`src/ishs_pkg.sv`:
```
`default_nettype none

package ishs_pkg;

  typedef enum logic [2:0] {
    PH_LEAD,
    PH_NAME,
    PH_TAIL,
    PH_ACCEPT,
    PH_REJECT
  } phase_t;

  localparam logic [7:0] CH_NUL    = 8'h00;
  localparam logic [7:0] CH_TAB    = 8'h09;
  localparam logic [7:0] CH_LF     = 8'h0A;
  localparam logic [7:0] CH_CR     = 8'h0D;
  localparam logic [7:0] CH_SPACE  = 8'h20;
  localparam logic [7:0] CH_HASH   = 8'h23;
  localparam logic [7:0] CH_SEMI   = 8'h3B;
  localparam logic [7:0] CH_LBRACK = 8'h5B;
  localparam logic [7:0] CH_RBRACK = 8'h5D;

endpackage

`default_nettype wire

```
`src/ishs_ifs.sv`:
```
`default_nettype none

interface ishs_in_if;
  logic       valid;
  logic       ready;
  logic [7:0] text_byte;
  logic       last_of_buffer;

  modport source (output valid, output text_byte, output last_of_buffer, input ready);
  modport sink   (input valid, input text_byte, input last_of_buffer, output ready);
endinterface

interface ishs_out_if;
  logic       valid;
  logic       ready;
  logic       is_section;
  logic [7:0] name_offset;
  logic [7:0] name_length;
  logic [7:0] line_length;
  logic       line_too_long;

  modport source (output valid, output is_section, output name_offset, output name_length,
                  output line_length, output line_too_long, input ready);
  modport sink   (input valid, input is_section, input name_offset, input name_length,
                  input line_length, input line_too_long, output ready);
endinterface

`default_nettype wire

```
`src/ini_section_header_scanner_core.sv`:
```
// INI section header scanner.
// text (sink): one byte of the INI buffer per item, with last_of_buffer on the
//   final byte. CR or LF closes the open line; runs of them give nothing.
// result (source): one item per finished line: section flag, trimmed name
//   offset and length, line length (saturated at MAX_LINE) and overflow flag.
// Throughput: one byte per cycle when not stalled. Each byte lands in an input
//   register, and from there a single pass of phase logic updates the line
//   state and, on a line end, loads the result register and raises
//   result.valid.
// Stall: a held result blocks only a byte that would end a line; other bytes
//   keep flowing. When the input register cannot drain, text.ready drops.
// Reset (rst, synchronous): clears the line state to the leading-blanks
//   phase, empties the input register and drops result.valid.
// An open line still pending when last_of_buffer arrives is dropped.
`default_nettype none

module ini_section_header_scanner_core #(
  parameter int MAX_LINE = 255
) (
  input  wire         clk,
  input  wire         rst,
  ishs_in_if.sink     text,
  ishs_out_if.source  result
);

  localparam int POS_W = $clog2(MAX_LINE + 1);
  localparam logic [POS_W-1:0] MAX_POS = POS_W'(MAX_LINE);

  // input register
  logic       s1_valid;
  logic [7:0] s1_byte;
  logic       s1_last;

  // line state
  ishs_pkg::phase_t phase, phase_next;
  logic             line_open, line_open_next;
  logic [POS_W-1:0] position, position_next;
  logic [POS_W-1:0] name_first, name_first_next;
  logic [POS_W-1:0] name_stop, name_stop_next;
  logic             name_seen, name_seen_next;
  logic             overflowed, overflowed_next;

  // result register
  logic       res_valid;
  logic       res_is_section;
  logic [7:0] res_name_offset;
  logic [7:0] res_name_length;
  logic [7:0] res_line_length;
  logic       res_line_too_long;

  logic             is_blank, is_term, emit, sect, advance;
  logic [POS_W-1:0] pos_inc;

  assign is_blank = (s1_byte == ishs_pkg::CH_SPACE) || (s1_byte == ishs_pkg::CH_TAB);
  assign is_term  = (s1_byte == ishs_pkg::CH_CR) || (s1_byte == ishs_pkg::CH_LF);
  assign emit     = is_term && line_open;
  assign sect     = !overflowed &&
                    (phase == ishs_pkg::PH_TAIL || phase == ishs_pkg::PH_ACCEPT);
  assign pos_inc  = position + 1'b1;

  // a byte that makes no result never waits on the output side
  assign advance    = s1_valid && (!emit || !res_valid || result.ready);
  assign text.ready = !s1_valid || advance;

  always_comb begin
    phase_next      = phase;
    line_open_next  = line_open;
    position_next   = position;
    name_first_next = name_first;
    name_stop_next  = name_stop;
    name_seen_next  = name_seen;
    overflowed_next = overflowed;

    if (is_term) begin
      phase_next      = ishs_pkg::PH_LEAD;
      line_open_next  = 1'b0;
      position_next   = '0;
      name_first_next = '0;
      name_stop_next  = '0;
      name_seen_next  = 1'b0;
      overflowed_next = 1'b0;
    end else begin
      line_open_next = 1'b1;
      if (position >= MAX_POS) begin
        overflowed_next = 1'b1;
      end else begin
        unique case (phase)
          ishs_pkg::PH_LEAD: begin
            if (s1_byte == ishs_pkg::CH_LBRACK) begin
              phase_next      = ishs_pkg::PH_NAME;
              name_first_next = pos_inc;
              name_stop_next  = pos_inc;
            end else if (!is_blank) begin
              phase_next = ishs_pkg::PH_REJECT;
            end
          end
          ishs_pkg::PH_NAME: begin
            if (s1_byte == ishs_pkg::CH_RBRACK) begin
              if (!name_seen) name_stop_next = position;
              phase_next = ishs_pkg::PH_TAIL;
            end else if (s1_byte == ishs_pkg::CH_SEMI || s1_byte == ishs_pkg::CH_HASH ||
                         s1_byte == ishs_pkg::CH_NUL) begin
              phase_next = ishs_pkg::PH_REJECT;
            end else if (is_blank) begin
              if (!name_seen) name_first_next = pos_inc;
            end else begin
              name_seen_next = 1'b1;
              name_stop_next = pos_inc;
            end
          end
          ishs_pkg::PH_TAIL: begin
            if (s1_byte == ishs_pkg::CH_SEMI || s1_byte == ishs_pkg::CH_HASH ||
                s1_byte == ishs_pkg::CH_NUL) begin
              phase_next = ishs_pkg::PH_ACCEPT;
            end else if (!is_blank) begin
              phase_next = ishs_pkg::PH_REJECT;
            end
          end
          default: ;
        endcase
        if (s1_byte == ishs_pkg::CH_NUL && phase_next != ishs_pkg::PH_ACCEPT) begin
          phase_next = ishs_pkg::PH_REJECT;
        end
        position_next = pos_inc;
      end
      // unterminated tail of the buffer is thrown away
      if (s1_last) begin
        phase_next      = ishs_pkg::PH_LEAD;
        line_open_next  = 1'b0;
        position_next   = '0;
        name_first_next = '0;
        name_stop_next  = '0;
        name_seen_next  = 1'b0;
        overflowed_next = 1'b0;
      end
    end
  end

  always_ff @(posedge clk) begin
    if (rst) begin
      s1_valid <= 1'b0;
    end else if (text.ready) begin
      s1_valid <= text.valid;
    end
    if (text.ready) begin
      s1_byte <= text.text_byte;
      s1_last <= text.last_of_buffer;
    end
  end

  always_ff @(posedge clk) begin
    if (rst) begin
      phase      <= ishs_pkg::PH_LEAD;
      line_open  <= 1'b0;
      position   <= '0;
      name_first <= '0;
      name_stop  <= '0;
      name_seen  <= 1'b0;
      overflowed <= 1'b0;
    end else if (advance) begin
      phase      <= phase_next;
      line_open  <= line_open_next;
      position   <= position_next;
      name_first <= name_first_next;
      name_stop  <= name_stop_next;
      name_seen  <= name_seen_next;
      overflowed <= overflowed_next;
    end
  end

  always_ff @(posedge clk) begin
    if (rst) begin
      res_valid <= 1'b0;
    end else if (advance && emit) begin
      res_valid <= 1'b1;
    end else if (result.ready) begin
      res_valid <= 1'b0;
    end
    if (advance && emit) begin
      res_is_section    <= sect;
      res_name_offset   <= sect ? 8'(name_first) : 8'd0;
      res_name_length   <= sect ? 8'(name_stop - name_first) : 8'd0;
      res_line_length   <= 8'(position);
      res_line_too_long <= overflowed;
    end
  end

  assign result.valid         = res_valid;
  assign result.is_section    = res_is_section;
  assign result.name_offset   = res_name_offset;
  assign result.name_length   = res_name_length;
  assign result.line_length   = res_line_length;
  assign result.line_too_long = res_line_too_long;

  a_closed_line_clean: assert property (@(posedge clk) disable iff (rst)
    !line_open |-> (position == '0 && phase == ishs_pkg::PH_LEAD && !overflowed))
    else $error("closed line carries stale state");

  a_position_bound: assert property (@(posedge clk) disable iff (rst)
    position <= MAX_POS)
    else $error("line position beyond maximum");

  a_overflow_saturates: assert property (@(posedge clk) disable iff (rst)
    overflowed |-> position == MAX_POS)
    else $error("overflow flagged below maximum");

  a_name_order: assert property (@(posedge clk) disable iff (rst)
    (phase == ishs_pkg::PH_TAIL || phase == ishs_pkg::PH_ACCEPT) |-> name_stop >= name_first)
    else $error("name stop precedes name start");

  a_emit_lands: assert property (@(posedge clk) disable iff (rst)
    (advance && emit) |=> res_valid)
    else $error("finished line lost its result");

endmodule

`default_nettype wire

```
`src/flat_wrapper.sv`:
```
// flat-port wrapper written by rule: the top's interface ports become plain ports
module ini_section_header_scanner_core_flat 
#(
  parameter int MAX_LINE = 255
)
  (clk, rst, text_valid, text_text_byte, text_last_of_buffer, text_ready, result_valid, result_is_section, result_name_offset, result_name_length, result_line_length, result_line_too_long, result_ready);
  ishs_in_if text_i ();
  ishs_out_if result_i ();
  input  wire clk;
  input  wire rst;
  input wire logic [$bits(text_i.valid)-1:0] text_valid;
  input wire logic [$bits(text_i.text_byte)-1:0] text_text_byte;
  input wire logic [$bits(text_i.last_of_buffer)-1:0] text_last_of_buffer;
  output wire logic [$bits(text_i.ready)-1:0] text_ready;
  output wire logic [$bits(result_i.valid)-1:0] result_valid;
  output wire logic [$bits(result_i.is_section)-1:0] result_is_section;
  output wire logic [$bits(result_i.name_offset)-1:0] result_name_offset;
  output wire logic [$bits(result_i.name_length)-1:0] result_name_length;
  output wire logic [$bits(result_i.line_length)-1:0] result_line_length;
  output wire logic [$bits(result_i.line_too_long)-1:0] result_line_too_long;
  input wire logic [$bits(result_i.ready)-1:0] result_ready;
  assign text_i.valid = text_valid;
  assign text_i.text_byte = text_text_byte;
  assign text_i.last_of_buffer = text_last_of_buffer;
  assign text_ready = text_i.ready;
  assign result_valid = result_i.valid;
  assign result_is_section = result_i.is_section;
  assign result_name_offset = result_i.name_offset;
  assign result_name_length = result_i.name_length;
  assign result_line_length = result_i.line_length;
  assign result_line_too_long = result_i.line_too_long;
  assign result_i.ready = result_ready;
  ini_section_header_scanner_core #(.MAX_LINE(MAX_LINE)) u_core (.clk(clk), .rst(rst), .text(text_i), .result(result_i));
endmodule
```
`config.mk`:
```
export PLATFORM = sky130hd
export DESIGN_NAME = ini_section_header_scanner_core_flat
export DESIGN_NICKNAME = d
export VERILOG_FILES = /design/src/ishs_pkg.sv /design/src/ishs_ifs.sv /design/src/ini_section_header_scanner_core.sv /design/src/flat_wrapper.sv
export SDC_FILE = /design/constraint.sdc
export NUM_CORES = 1
export LEC_CHECK = 0
export ABC_CLOCK_PERIOD_IN_PS = 4400
export BUFFER_PORTS_ARGS = -buffer_cell sky130_fd_sc_hd__buf_2
export CAP_MARGIN = 20
export CORE_MARGIN = 3
export CORE_UTILIZATION = 62
export DETAILED_ROUTE_END_ITERATION = 8
export MAX_ROUTING_LAYER = met4
export PLACE_DENSITY = 0.81
export SETUP_SLACK_MARGIN = 0.1
export SYNTH_ARGS = -nofsm -noshare
export SYNTH_HDL_FRONTEND = slang
export SYNTH_SLANG_ARGS = --single-unit
export TNS_END_PERCENT = 100
```
`constraint.sdc`:
```
create_clock -name clk -period 4.4 [get_ports clk]
set_clock_uncertainty 0.15 [all_clocks]
set_input_delay 0.22 -clock clk [delete_from_list [all_inputs] [get_ports clk]]
set_output_delay 0.22 -clock clk [all_outputs]
set_load 0.02 [all_outputs]
```
Word-level counts from Yosys, hierarchy flattened
Index checks and enable logic that the tools add are counted.

Magnitude comparators: 1. Eq/ne operators: 24. Multiplexer cells: 46. Reduce and logical (&&, ||, !) cells: 28. Add/sub/neg operators: 2.

Operator list (number): 8-bit two-way mux (18); 3-bit two-way mux (11); 8-bit one-hot mux with 2 select lines (2); 8-bit by 4-bit == test with 1-bit output, second input constant (3); 8-bit by 6-bit == test with 1-bit output, second input constant (3); 8-bit by 7-bit == test with 1-bit output, second input constant (2); 1-bit two-way mux (14); 5-bit by 4-bit inequality test with 1-bit output, second input constant (2); 3-bit by 1-bit inequality test with 1-bit output, second input constant (3); 3-bit one-hot mux with 3 select lines (1); 8-bit by 1-bit adder with 8-bit output, second input constant (1); 8-bit >= comparator, second input constant (1); 8-bit zero test (1); 1-bit logical OR (8); 4-bit by 1-bit inequality test with 1-bit output, second input constant (2); 4-bit by 2-bit inequality test with 1-bit output, second input constant (2); 8-bit AND reduction (1); 8-bit subtractor (1); 7-bit AND reduction (1); 3-bit by 2-bit == test with 1-bit output, second input constant (2); 3-bit by 2-bit inequality test with 1-bit output, second input constant (2); 6-bit AND reduction (1); 3-bit nonzero test (2); 1-bit logical AND (5); other kinds (8) (12).

Bits of input ports: 13. Output and inout port bits: 28. Register bits after elaboration: 67. Word-level logic and storage cells: 117.

Logic depth before layout (Yosys ltp)
Gate-level depths: netlist (run 1).

Depth after elaboration: 14. Mapped depth: 9. Depth with buffers taken out: 9.

Least setup slack after synthesis (run 1)
OpenSTA, ideal clock, no wires.

Path type: flip-flop to flip-flop. Start point: register u_core.s1_byte[2]. End point: register u_core.res_is_section, in the netlist u_core.result.is_section, enable pin. Slack: 1.493 ns. Cell stages (with the launch flop): 7. Data required time: 3.865 ns. Buffers on the path: 2. Period minus slack after synthesis: 2.907 ns. Arrival: 2.371 ns. Library setup time: 0.385 ns. Cells stage by stage: edfxtp_1 -> and3b_1 -> o211a_2 -> a31oi_2 -> buf_2 -> buf_2 -> and3_1.

Longest elaborated chain between the ends: 8. Elaborated cells on any way between the ends: 9. Classes of those cells: eq/ne: 2; reduce/logical: 7.

RTL lines: start, declared (RTL line ini_section_header_scanner_core.sv:31) `logic [7:0] s1_byte;`; start signal, assigned (RTL line ini_section_header_scanner_core.sv:146) `s1_byte <= text.text_byte;`; 8-bit by 4-bit == test with 1-bit output (RTL line ini_section_header_scanner_core.sv:55) `assign is_term = (s1_byte == ishs_pkg::CH_CR) || (s1_byte == ishs_pkg::CH_LF);`; 1-bit logical OR * (RTL line ini_section_header_scanner_core.sv:55); 1-bit logical AND * (RTL line ini_section_header_scanner_core.sv:56) `assign emit = is_term && line_open;`; 1-bit zero test (RTL line ini_section_header_scanner_core.sv:62) `assign advance = s1_valid && (!emit || !res_valid || result.ready);`; 1-bit logical OR (2 in a row) (RTL line ini_section_header_scanner_core.sv:62); 1-bit logical AND (RTL line ini_section_header_scanner_core.sv:62); 1-bit logical AND * (RTL line ini_section_header_scanner_core.sv:179) `if (advance && emit) begin`; end signal, assigned (RTL line ini_section_header_scanner_core.sv:180) `res_is_section <= sect;`; end, declared (RTL line ini_section_header_scanner_core.sv:45) `logic res_is_section;`.

Mark *: on every way between the ends. The rest lies on a longest branch, timed or not. A chain may end at the register's enable or synchronous reset.

Worst setup path in the final report (run 1)
Start point: register u_core.s1_byte[1]. End point: register u_core.name_stop[6].

Longest elaborated chain between the ends: 8. Elaborated cells on any way between the ends: 30. Classes of those cells: eq/ne: 13; mux: 5; reduce/logical: 12.

RTL lines: branches (longest 8 deep; another with 8-bit by 7-bit == test with 1-bit output); end signal, assigned (RTL line ini_section_header_scanner_core.sv:165) `name_stop <= name_stop_next;`; end, declared (RTL line ini_section_header_scanner_core.sv:39) `logic [POS_W-1:0] name_stop, name_stop_next;`.

Several ways; the timed one is not identified. The select of a mux whose other input is x is not followed.

==> results of run 1 <==
## layout make-up
class                           count  area [sq um]
Multi-Input combinational cell    225          1510
Clock inverter                      7           115
Clock buffer                        9           124
Timing Repair Buffer               52           315
Tap cell                           70          87.6
Sequential cell                    67          1690
Inverter                           19          71.3
Fill cell                         385          1260
## kinds of logic (layout without fill, tap and decap cells)
| logic type | Yosys count | after routing | share of synthesized area |
|---|---|---|---|
| adder cells (fa/ha/maj) | 9 | 9 | 0.0357 |
| AO/OA/AOI/OAI | 73 | 73 | 0.167 |
| buffers and inverters | 38 | 87 | 0.0495 |
| flip-flops | 67 | 67 | 0.503 |
| multiplexers | 5 | 5 | 0.0153 |
| AND/OR/NAND/NOR | 124 | 124 | 0.193 |
| XOR/XNOR | 14 | 14 | 0.0365 |
## flip-flops by register name, summed over array words and instances, names as in the netlist, 3 cells and up
register	count
u_core.name_first	8
u_core.name_stop	8
u_core.position	8
u_core.result.line_length	8
u_core.result.name_length	8
u_core.result.name_offset	8
u_core.s1_byte	8
u_core.phase	3
## worst register-to-register path: cells and delay by family, from the launching register on
kind	cells	cell delay, ns
AO/OA/AOI/OAI	4	1.31
AND/OR/NAND/NOR	2	0.88
flip-flops	1	0.54
## what timing repair did
action / 4_1_cts / 5_1_grt
hold buffers: 10 / 0
setup endpoints to repair: 0 / 0
hold endpoints to repair: 10 / 0
## cells in the final DEF, fill, tap and decap left out, drive strengths merged, types with 9 or more instances in the layout
| cell type | netlist | final |
|---|---|---|
| dlygate4sd3 | 0 | 10 |
| dfxtp | 32 | 32 |
| edfxtp | 35 | 35 |
| buf | 8 | 42 |
| a21oi | 17 | 17 |
| nor3 | 14 | 14 |
| clkbuf | 11 | 9 |
| nand2 | 29 | 29 |
| inv | 19 | 20 |
| nor2 | 32 | 32 |
## per-stage QoR
stage | instances | cell area [sq um]
6_report | 449 | 3910
5_1_grt | 449 | 3910
4_1_cts | 449 | 3910
3_5_place_dp | 423 | 3570
3_3_place_gp | 423 | 3570
2_1_floorplan | 330 | 3360
## how the worst max path moves through the flow
stage                                 start                  endpoint  slack, ns
after floorplan           u_core.s1_byte[2]  u_core.result.is_section       1.49
after global placement    u_core.s1_byte[0]       u_core.name_stop[6]       1.59
after detailed placement  u_core.s1_byte[0]       u_core.name_stop[2]       1.43
after CTS                 u_core.s1_byte[0]       u_core.name_stop[6]       1.46
after global routing      u_core.s1_byte[1]       u_core.name_stop[6]       1.15
final                     u_core.s1_byte[1]       u_core.name_stop[6]       1.44
## per-layer routing
layer	share of wire	vias up	global-route usage
li1	-	1309	-
met2	0.46	97	0.370
met4	0.026	0	0.124
met3	0.064	17	0.0497
met5	0	-	-
met1	0.45	1224	0.318
## power groups by stage
stage          clock network (mW)  registers [mW]  logic, mW
2_1_floorplan                   0           0.680     0.0393
3_3_place_gp                    0           0.685     0.0487
3_5_place_dp                    0           0.685     0.0495
4_1_cts                     0.611           0.671     0.0565
5_1_grt                     0.641           0.673     0.0635
6_report                    0.612           0.672     0.0577
==> metrics.txt, run 1 <==
RR Startpoint u_core.s1_byte[1]; Die W 79.7 microns; #FFs+latches synth 67; commonest register cell after synthesis edfxtp_1; WL/cell 15.7 microns; crit path max fanout 13; CTS Buf Count 9; R2R cell count 6; Largest delay share family, worst path compound AO/OA/AOI/OAI gates; Tcrit/Tclk final 0.673; WP depth 6; cell taking the most area after synthesis edfxtp_1; CTS clk-pin slew, worst paths 0.07 ns; io pins 41; routed vias/inst 5.90; Hold Path Cell Cnt 4; fmax 338 MHz; sequential share of the synthesized area 0.503; Critical Path Sink Type flop; FF-to-FF End u_core.name_stop[6]; Die Ht 79.7 microns; DP HPWL 4.81 mm; DRT iter0 DRCs 252; P per Cell Area 343 mW/mm^2; Post-Route WL 7.05 mm; CP Class reg2reg; synth warn 0; Post-synth EDFFs 35; drt drc 0; Clock Power Share 0.456; Nets 396; Post-synth top cells edfxtp_1 (35), dfxtp_1 (32), nor2_1 (32); Routability Congestion 0.836; full die area 0.00634 sq mm; slowest stage cell, crit path nor2_1; Final setup viols 0; Area contributors post-synth edfxtp_1 (31%), dfxtp_1 (19%), nor2_1 (3.6%); hold crit path type in2reg; CP Buf/Inv Count 0; status finished, final reports clean; CP max stage delay 0.66 ns; Worst-Margin Slew 0.904 ns; Crit path required time 4.51 ns; post-synth top area share 0.313; final hold vios 0; row cnt 26; Clock Sinks 67; post-route setup slack 1.44 ns; minimum clock period 2.96 ns; origin of the worst min-delay path result_ready; TNS Setup 0 ns; global-route wire length before repair 11.7 mm; port bufs 40; synth unique cells 60; critical-path cell list and3b_1, o211a_2, nor2_1, o2111ai_1, a31oi_1, o2bb2ai_1; vias in the first global route 2423; Tot Pwr 1.34 mW; Util after Layout 0.756; unrepaired setup endpoints after global routing false; Worst VDD drop 214 uV; ys async rst share 0; CTS Buffer Depth 2; grt ovf 0; startpoint types flop; gr usage total 0.246; Mapped Cells 330; CTS root buf clkbuf_8; layout cells sized above 1 0.193; most common cell in the netlist edfxtp_1; internal power of the cells 1.06 mW; maximum number of pins on one net before global-route repair 25; setup bufs post-CTS 0; Area growth syn-to-layout 16.3%; WP data arrival 3.08 ns; syn avg cell area 10.2 sq um; starting density of the core 0.650; vias post-DR 2647; sequential share of power 0.501; Combinational Power Share 0.043; mapped cell area 0.00336 sq mm; Resized cells post-CTS 0; Slew Limit Fails 0; Diodes inserted 0; Final ANT Viol Nets 0; Pre-antenna DRT Iters 4; Core Area 0.00517 sq mm; hold slack 0.127 ns; Clock Latency Late Sink 0.34 ns; Static Leak 1.40 nW; MaxCap Viol Count 0; Rel. slew slack 0.392; worst slack, placed 1.43 ns; WHS Endpoint u_core.result.valid; CTS tree done; H-tree depth 3; NetSw 282 uW; post-synthesis net count 352; initial antenna violation count 0; flop2flop setup slack 1.44 ns; switch share 0.210
No activity file was read; power rests on OpenSTA's default activity.
==> inputs of run 2 (changes only) <==
--- a/config.mk
+++ b/config.mk
@@ -5,14 +5,14 @@
 export SDC_FILE = /design/constraint.sdc
 export NUM_CORES = 1
 export LEC_CHECK = 0
-export ABC_CLOCK_PERIOD_IN_PS = 4400
+export ABC_CLOCK_PERIOD_IN_PS = 2990
 export BUFFER_PORTS_ARGS = -buffer_cell sky130_fd_sc_hd__buf_2
 export CAP_MARGIN = 20
 export CORE_MARGIN = 3
-export CORE_UTILIZATION = 62
+export CORE_UTILIZATION = 58
 export DETAILED_ROUTE_END_ITERATION = 8
 export MAX_ROUTING_LAYER = met4
-export PLACE_DENSITY = 0.81
+export PLACE_DENSITY = 0.77
 export SETUP_SLACK_MARGIN = 0.1
 export SYNTH_ARGS = -nofsm -noshare
 export SYNTH_HDL_FRONTEND = slang
==> constraint.sdc (replaced) <==
create_clock -name clk -period 2.99 [get_ports clk]
set_clock_uncertainty 0.15 [all_clocks]
set_input_delay 0.1495 -clock clk [delete_from_list [all_inputs] [get_ports clk]]
set_output_delay 0.1495 -clock clk [all_outputs]
set_load 0.02 [all_outputs]
==> run 2 against run 1 <==
Non-clock buffer count rose by 5. Critical path depth up 1. Flip-flop and latch count is the same. Largest power group unchanged. Highest routed layer unchanged. Sequential power rose by 47%. Power increased by 42%. Global-route usage shrank 2.2 points. Die area is 6.4% higher. Worst setup slack worse by 1.1 ns. Worst hold slack got worse by 0.077 ns. First-iteration DRC count fell by 30%. Sequential share of layout area down 0.41 points. Wire length shrank 2.6%.
==> metrics.txt, run 2 (synthesized netlist as in run 1, its figures left out) <==
most frequent cells in the layout buf_2 (40), edfxtp_1 (35), nor2_1 (32), dfxtp_1 (32), nand2_1 (29) (unchanged); Final ANT Viol Nets 0 (unchanged); WP data arrival 2.77 ns (was 3.08 ns); port bufs 40 (unchanged); Worst VDD drop 363 uV (was 214 uV); metal3 WL 439 microns (was 453 microns); Pre-antenna DRT Iters 5 (was 4); WL/cell 15.1 microns (was 15.7 microns); vias in the first global route 2380 (was 2423); Rel. slew slack 0.519 (was 0.392); TNS Setup 0 ns (unchanged); full die area 0.00675 sq mm (was 0.00634 sq mm); top layer in use met4 (unchanged); Crit path required time 3.11 ns (was 4.51 ns); gr usage total 0.224 (was 0.246); Core Area 0.00557 sq mm (was 0.00517 sq mm); Area growth syn-to-layout 17.4% (was 16.3%); P per Cell Area 484 mW/mm^2 (was 343 mW/mm^2); routed vias/inst 5.71 (was 5.90); global-route wire length before repair 11.1 mm (was 11.7 mm); Design Area, Final 0.00395 sq mm (was 0.00391 sq mm); hold crit path type in2reg (unchanged); minimum clock period 2.65 ns (was 2.96 ns); post-route setup slack 0.343 ns (was 1.44 ns); final hold vios 0 (unchanged); Tot Pwr 1.91 mW (was 1.34 mW); setup bufs post-CTS 0 (unchanged); starting density of the core 0.603 (was 0.650); critical-path cell list ha_1, and4_4, and4_1, a2111oi_4, o21ai_4, or3_1, a21oi_1 (was and3b_1, o211a_2, nor2_1, o2111ai_1, a31oi_1, o2bb2ai_1); Static Leak 1.40 nW (about the same); crit path max fanout 10 (was 13); most common cell after layout, fill and taps aside buf_2 (unchanged); worst slack, placed 0.394 ns (was 1.43 ns); flop2flop setup slack 0.34 ns (was 1.44 ns); status finished, final reports clean (unchanged); CTS Buffer Depth 2 (unchanged); Resized cells post-CTS 0 (unchanged); Final setup viols 0 (unchanged); Die W 82.2 microns (was 79.7 microns); CTS clk-pin slew, worst paths 0.08 ns (was 0.07 ns); Clock Latency Late Sink 0.34 ns (about the same); met1 WL 3.13 mm (was 3.20 mm); met2 wire length 3.20 mm (was 3.21 mm); unrepaired setup endpoints after global routing false (unchanged); CTS root buf clkbuf_8 (unchanged); grt ovf 0 (unchanged); Nets 401 (was 396); drt drc 0 (unchanged); CP max stage delay 0.50 ns (was 0.66 ns); Slew Limit Fails 0 (unchanged); Worst-Margin Slew 0.721 ns (was 0.904 ns); io pins 41 (unchanged); DP HPWL 4.65 mm (was 4.81 mm); MaxCap Viol Count 0 (unchanged); Diodes inserted 0 (unchanged); vias post-DR 2606 (was 2647); DRT iter0 DRCs 176 (was 252); layout cells sized above 1 0.206 (was 0.193); startpoint types flop (unchanged); Clock Sinks 67 (unchanged); Routability Congestion 0.895 (was 0.836); CTS Buf Count 9 (unchanged); initial antenna violation count 0 (unchanged); CTS tree done (unchanged); Area after DPL 0.00362 sq mm (was 0.00357 sq mm); maximum number of pins on one net before global-route repair 25 (unchanged); fmax 378 MHz (was 338 MHz); H-tree depth 3 (unchanged); Layout fillers 415 (was 385); slowest stage cell, crit path a2111oi_4 (was nor2_1); hold slack 0.0498 ns (was 0.127 ns); CP Class reg2reg (unchanged); CTS Hold Bufs 10 (unchanged); Critical Path Sink Type flop (unchanged); Post-Route WL 6.87 mm (was 7.05 mm); Tcrit/Tclk final 0.885 (was 0.673); row cnt 27 (was 26); Die Ht 82.2 microns (was 79.7 microns)
-- run 2: cell types whose count changed in the layout (fill, tap and decap cells not counted), moves of 2 or more --
| cell | change |
|---|---|
| buf_4 | +4 |
| clkinv_2 | -2 |
| clkinvlp_4 | +2 |
| inv_6 | +2 |
-- run 2: power breakdown --
group | switching (mW) | internal, mW
sequential | 0.0177 | 0.970
clock | 0.358 | 0.475
combinational | 0.0485 | 0.0406
total | 0.425 | 1.49
-- run 2: routing by layer --
metal | GRT usage | vias to the layer above
met5 | - | -
met4 | 0.0664 | 0
met3 | 0.0629 | 13
met2 | 0.354 | 87
met1 | 0.283 | 1200
li1 | - | 1306
-- run 2: stage by stage --
stage	util	std cells
floorplan	-	330
global placement	0.650	430
detailed placement	0.650	430
CTS	0.708	456
global route	0.708	456
finish	0.708	456
-- run 2: final timing paths --
| kind | from | endpoint | depth (start not counted) |
|---|---|---|---|
| worst max register to register | u_core.position[0] | u_core.name_first[7] | 7 |
| worst min register to register | u_core.name_first[2] | u_core.name_first[2] | 2 |
| worst max-delay path | u_core.position[0] | u_core.name_first[7] | 7 |
| worst min-delay path | result_ready | u_core.result.valid | 4 |
-- run 2: final cells by class --
cell class | count | area [sq um] | area share
Sequential cell | 67 | 1690 | 0.429
Multi-Input combinational cell | 225 | 1510 | 0.382
Timing Repair Buffer | 57 | 365 | 0.0926
Clock buffer | 9 | 124 | 0.0314
Clock inverter | 7 | 98.8 | 0.0250
Tap cell | 72 | 90.1 | 0.0228
Inverter | 19 | 71.3 | 0.0181
-- run 2: critical path, delay by kind of cell, from the launching register on --
family / cells / cell delay (ns)
flops: 1 / 0.40
compound gates: 3 / 0.82
fa+ha+maj: 1 / 0.31
simple gates: 3 / 0.91
==> inputs of run 3 (changes only) <==
--- a/config.mk
+++ b/config.mk
@@ -12,7 +12,7 @@
 export CORE_UTILIZATION = 58
 export DETAILED_ROUTE_END_ITERATION = 8
 export MAX_ROUTING_LAYER = met4
-export PLACE_DENSITY = 0.77
+export PLACE_DENSITY = 0.8
 export SETUP_SLACK_MARGIN = 0.1
 export SYNTH_ARGS = -nofsm -noshare
 export SYNTH_HDL_FRONTEND = slang
==> run 3 against run 2 <==
Via count is 1.6% higher. Maximum frequency is 0.33% higher. Die area stayed put. Worst hold slack better by 0.013 ns. Wire length is 1.9% higher. Non-clock buffer count stayed put. Critical endpoint unchanged. Core utilization is 0.11 points lower.
==> metrics.txt, run 3 (synthesized netlist as in run 1, its figures left out) <==
Layout fillers 409 (was 415); global-route wire length before repair 11.5 mm (was 11.1 mm); most common cell after layout, fill and taps aside buf_2 (unchanged); Diodes inserted 0 (unchanged); fmax 379 MHz (was 378 MHz); Pre-antenna DRT Iters 4 (was 5); unrepaired setup endpoints after global routing false (unchanged); initial antenna violation count 0 (unchanged); minimum clock period 2.64 ns (was 2.65 ns); CTS tree done (unchanged); most frequent cells in the layout buf_2 (40), edfxtp_1 (35), nor2_1 (32), dfxtp_1 (32), nand2_1 (29) (unchanged); H-tree depth 3 (unchanged); starting density of the core 0.603 (unchanged); row cnt 27 (unchanged); P per Cell Area 482 mW/mm^2 (was 484 mW/mm^2); count of non-filler cells in the finished layout 456 (unchanged); Nets 401 (unchanged); vias post-DR 2647 (was 2606); Worst-Margin Slew 0.719 ns (was 0.721 ns); Tot Pwr 1.90 mW (was 1.91 mW); Post-Route WL 7.00 mm (was 6.87 mm); Static Leak 1.40 nW (about the same); vias in the first global route 2376 (was 2380); DP HPWL 4.70 mm (was 4.65 mm); Util after Layout 0.707 (was 0.708); Crit path required time 3.12 ns (was 3.11 ns); Critical Path Sink Type flop (unchanged); CP max stage delay 0.49 ns (was 0.50 ns); CTS clk-pin slew, worst paths 0.08 ns (about the same); DRT iter0 DRCs 160 (was 176); drt drc 0 (unchanged); gr usage total 0.234 (was 0.224); crit path max fanout 10 (unchanged); CTS Buffer Depth 2 (unchanged); Slew Limit Fails 0 (unchanged); worst slack, placed 0.387 ns (was 0.394 ns); port bufs 40 (unchanged); CP Class reg2reg (unchanged); Core Area 0.00557 sq mm (unchanged); Tcrit/Tclk final 0.882 (was 0.885); routed vias/inst 5.80 (was 5.71); post-route setup slack 0.352 ns (was 0.343 ns); Area growth syn-to-layout 17.2% (was 17.4%); maximum number of pins on one net before global-route repair 25 (unchanged); final hold vios 0 (unchanged); CTS root buf clkbuf_8 (unchanged); io pins 41 (unchanged); Die W 82.2 microns (unchanged); CTS Buf Count 9 (unchanged); hold crit path type in2reg (unchanged); status finished, final reports clean (unchanged); MaxCap Viol Count 0 (unchanged); Clock Sinks 67 (unchanged); placed cell count 430 (unchanged); WL/cell 15.3 microns (was 15.1 microns); Die Ht 82.2 microns (unchanged); setup bufs post-CTS 0 (unchanged); Clock Latency Late Sink 0.35 ns (was 0.34 ns); startpoint types flop (unchanged); WP data arrival 2.76 ns (was 2.77 ns); Routability Congestion 0.860 (was 0.895); grt ovf 0 (unchanged); Final setup viols 0 (unchanged); Final ANT Viol Nets 0 (unchanged); full die area 0.00675 sq mm (unchanged); slowest stage cell, crit path a2111oi_4 (unchanged); critical-path cell list ha_1, and4_4, and4_1, a2111oi_4, o21ai_4, or3_1, a21oi_1 (unchanged); TNS Setup 0 ns (unchanged); layout cells sized above 1 0.201 (was 0.206); Rel. slew slack 0.520 (was 0.519); Worst VDD drop 367 uV (was 363 uV)
## run 3: cell count changes in the layout (fill, tap and decap cells not counted), sizes merged
cell,change
clkinv,+4
inv,-3
clkinvlp,-1
## run 3: worst paths after layout
| check | start | end | slack, ns | cells after the start |
|---|---|---|---|---|
| worst max register to register | u_core.position[0] | u_core.name_first[7] | 0.35 | 7 |
| worst min-delay path | result_ready | u_core.result.valid | 0.06 | 4 |
| worst max-delay path | u_core.position[0] | u_core.name_first[7] | 0.35 | 7 |
| worst min register to register | u_core.name_first[6] | u_core.name_first[6] | 0.31 | 2 |
## run 3: repair_timing
action                    CTS  global route
hold buffers               10             0
gates resized for setup     0             0
hold endpoints to repair   10             0
## run 3: critical path: cells and delay by family (launching register included)
| kind | cells | cell delay, ns |
|---|---|---|
| simple gates | 3 | 0.91 |
| compound gates | 3 | 0.78 |
| flops | 1 | 0.41 |
| fa+ha+maj | 1 | 0.32 |
## run 3: stage by stage
stage	hold slack (ns)	area, sq um
final	0.0628	3940
after global placement	0.176	3620
after floorplan	0.0984	3360
after CTS	0.0397	3940
after detailed placement	0.178	3620
after global routing	0.0702	3940
## run 3: cell type report
cell class	count	area [sq um]	share of cell area
Sequential cell	67	1690	0.429
Multi-Input combinational cell	225	1510	0.382
Timing Repair Buffer	57	365	0.0927
Clock buffer	9	124	0.0314
Clock inverter	7	92.6	0.0235
Tap cell	72	90.1	0.0229
Inverter	19	71.3	0.0181
## run 3: per-layer routing
metal  GRT usage  wire length (microns)  up-vias
met5           -                      0        -
li1            -                      -     1309
met2       0.366                   3380       83
met3      0.0629                    381        9
met1       0.293                   3150     1246
met4      0.0831                     82        0
## run 3: where the power goes
part	switching, mW	leakage (nW)	total [mW]	internal, mW
registers	0.0183	0.572	0.988	0.970
logic	0.0481	0.720	0.0886	0.0405
clock network	0.357	0.104	0.823	0.466
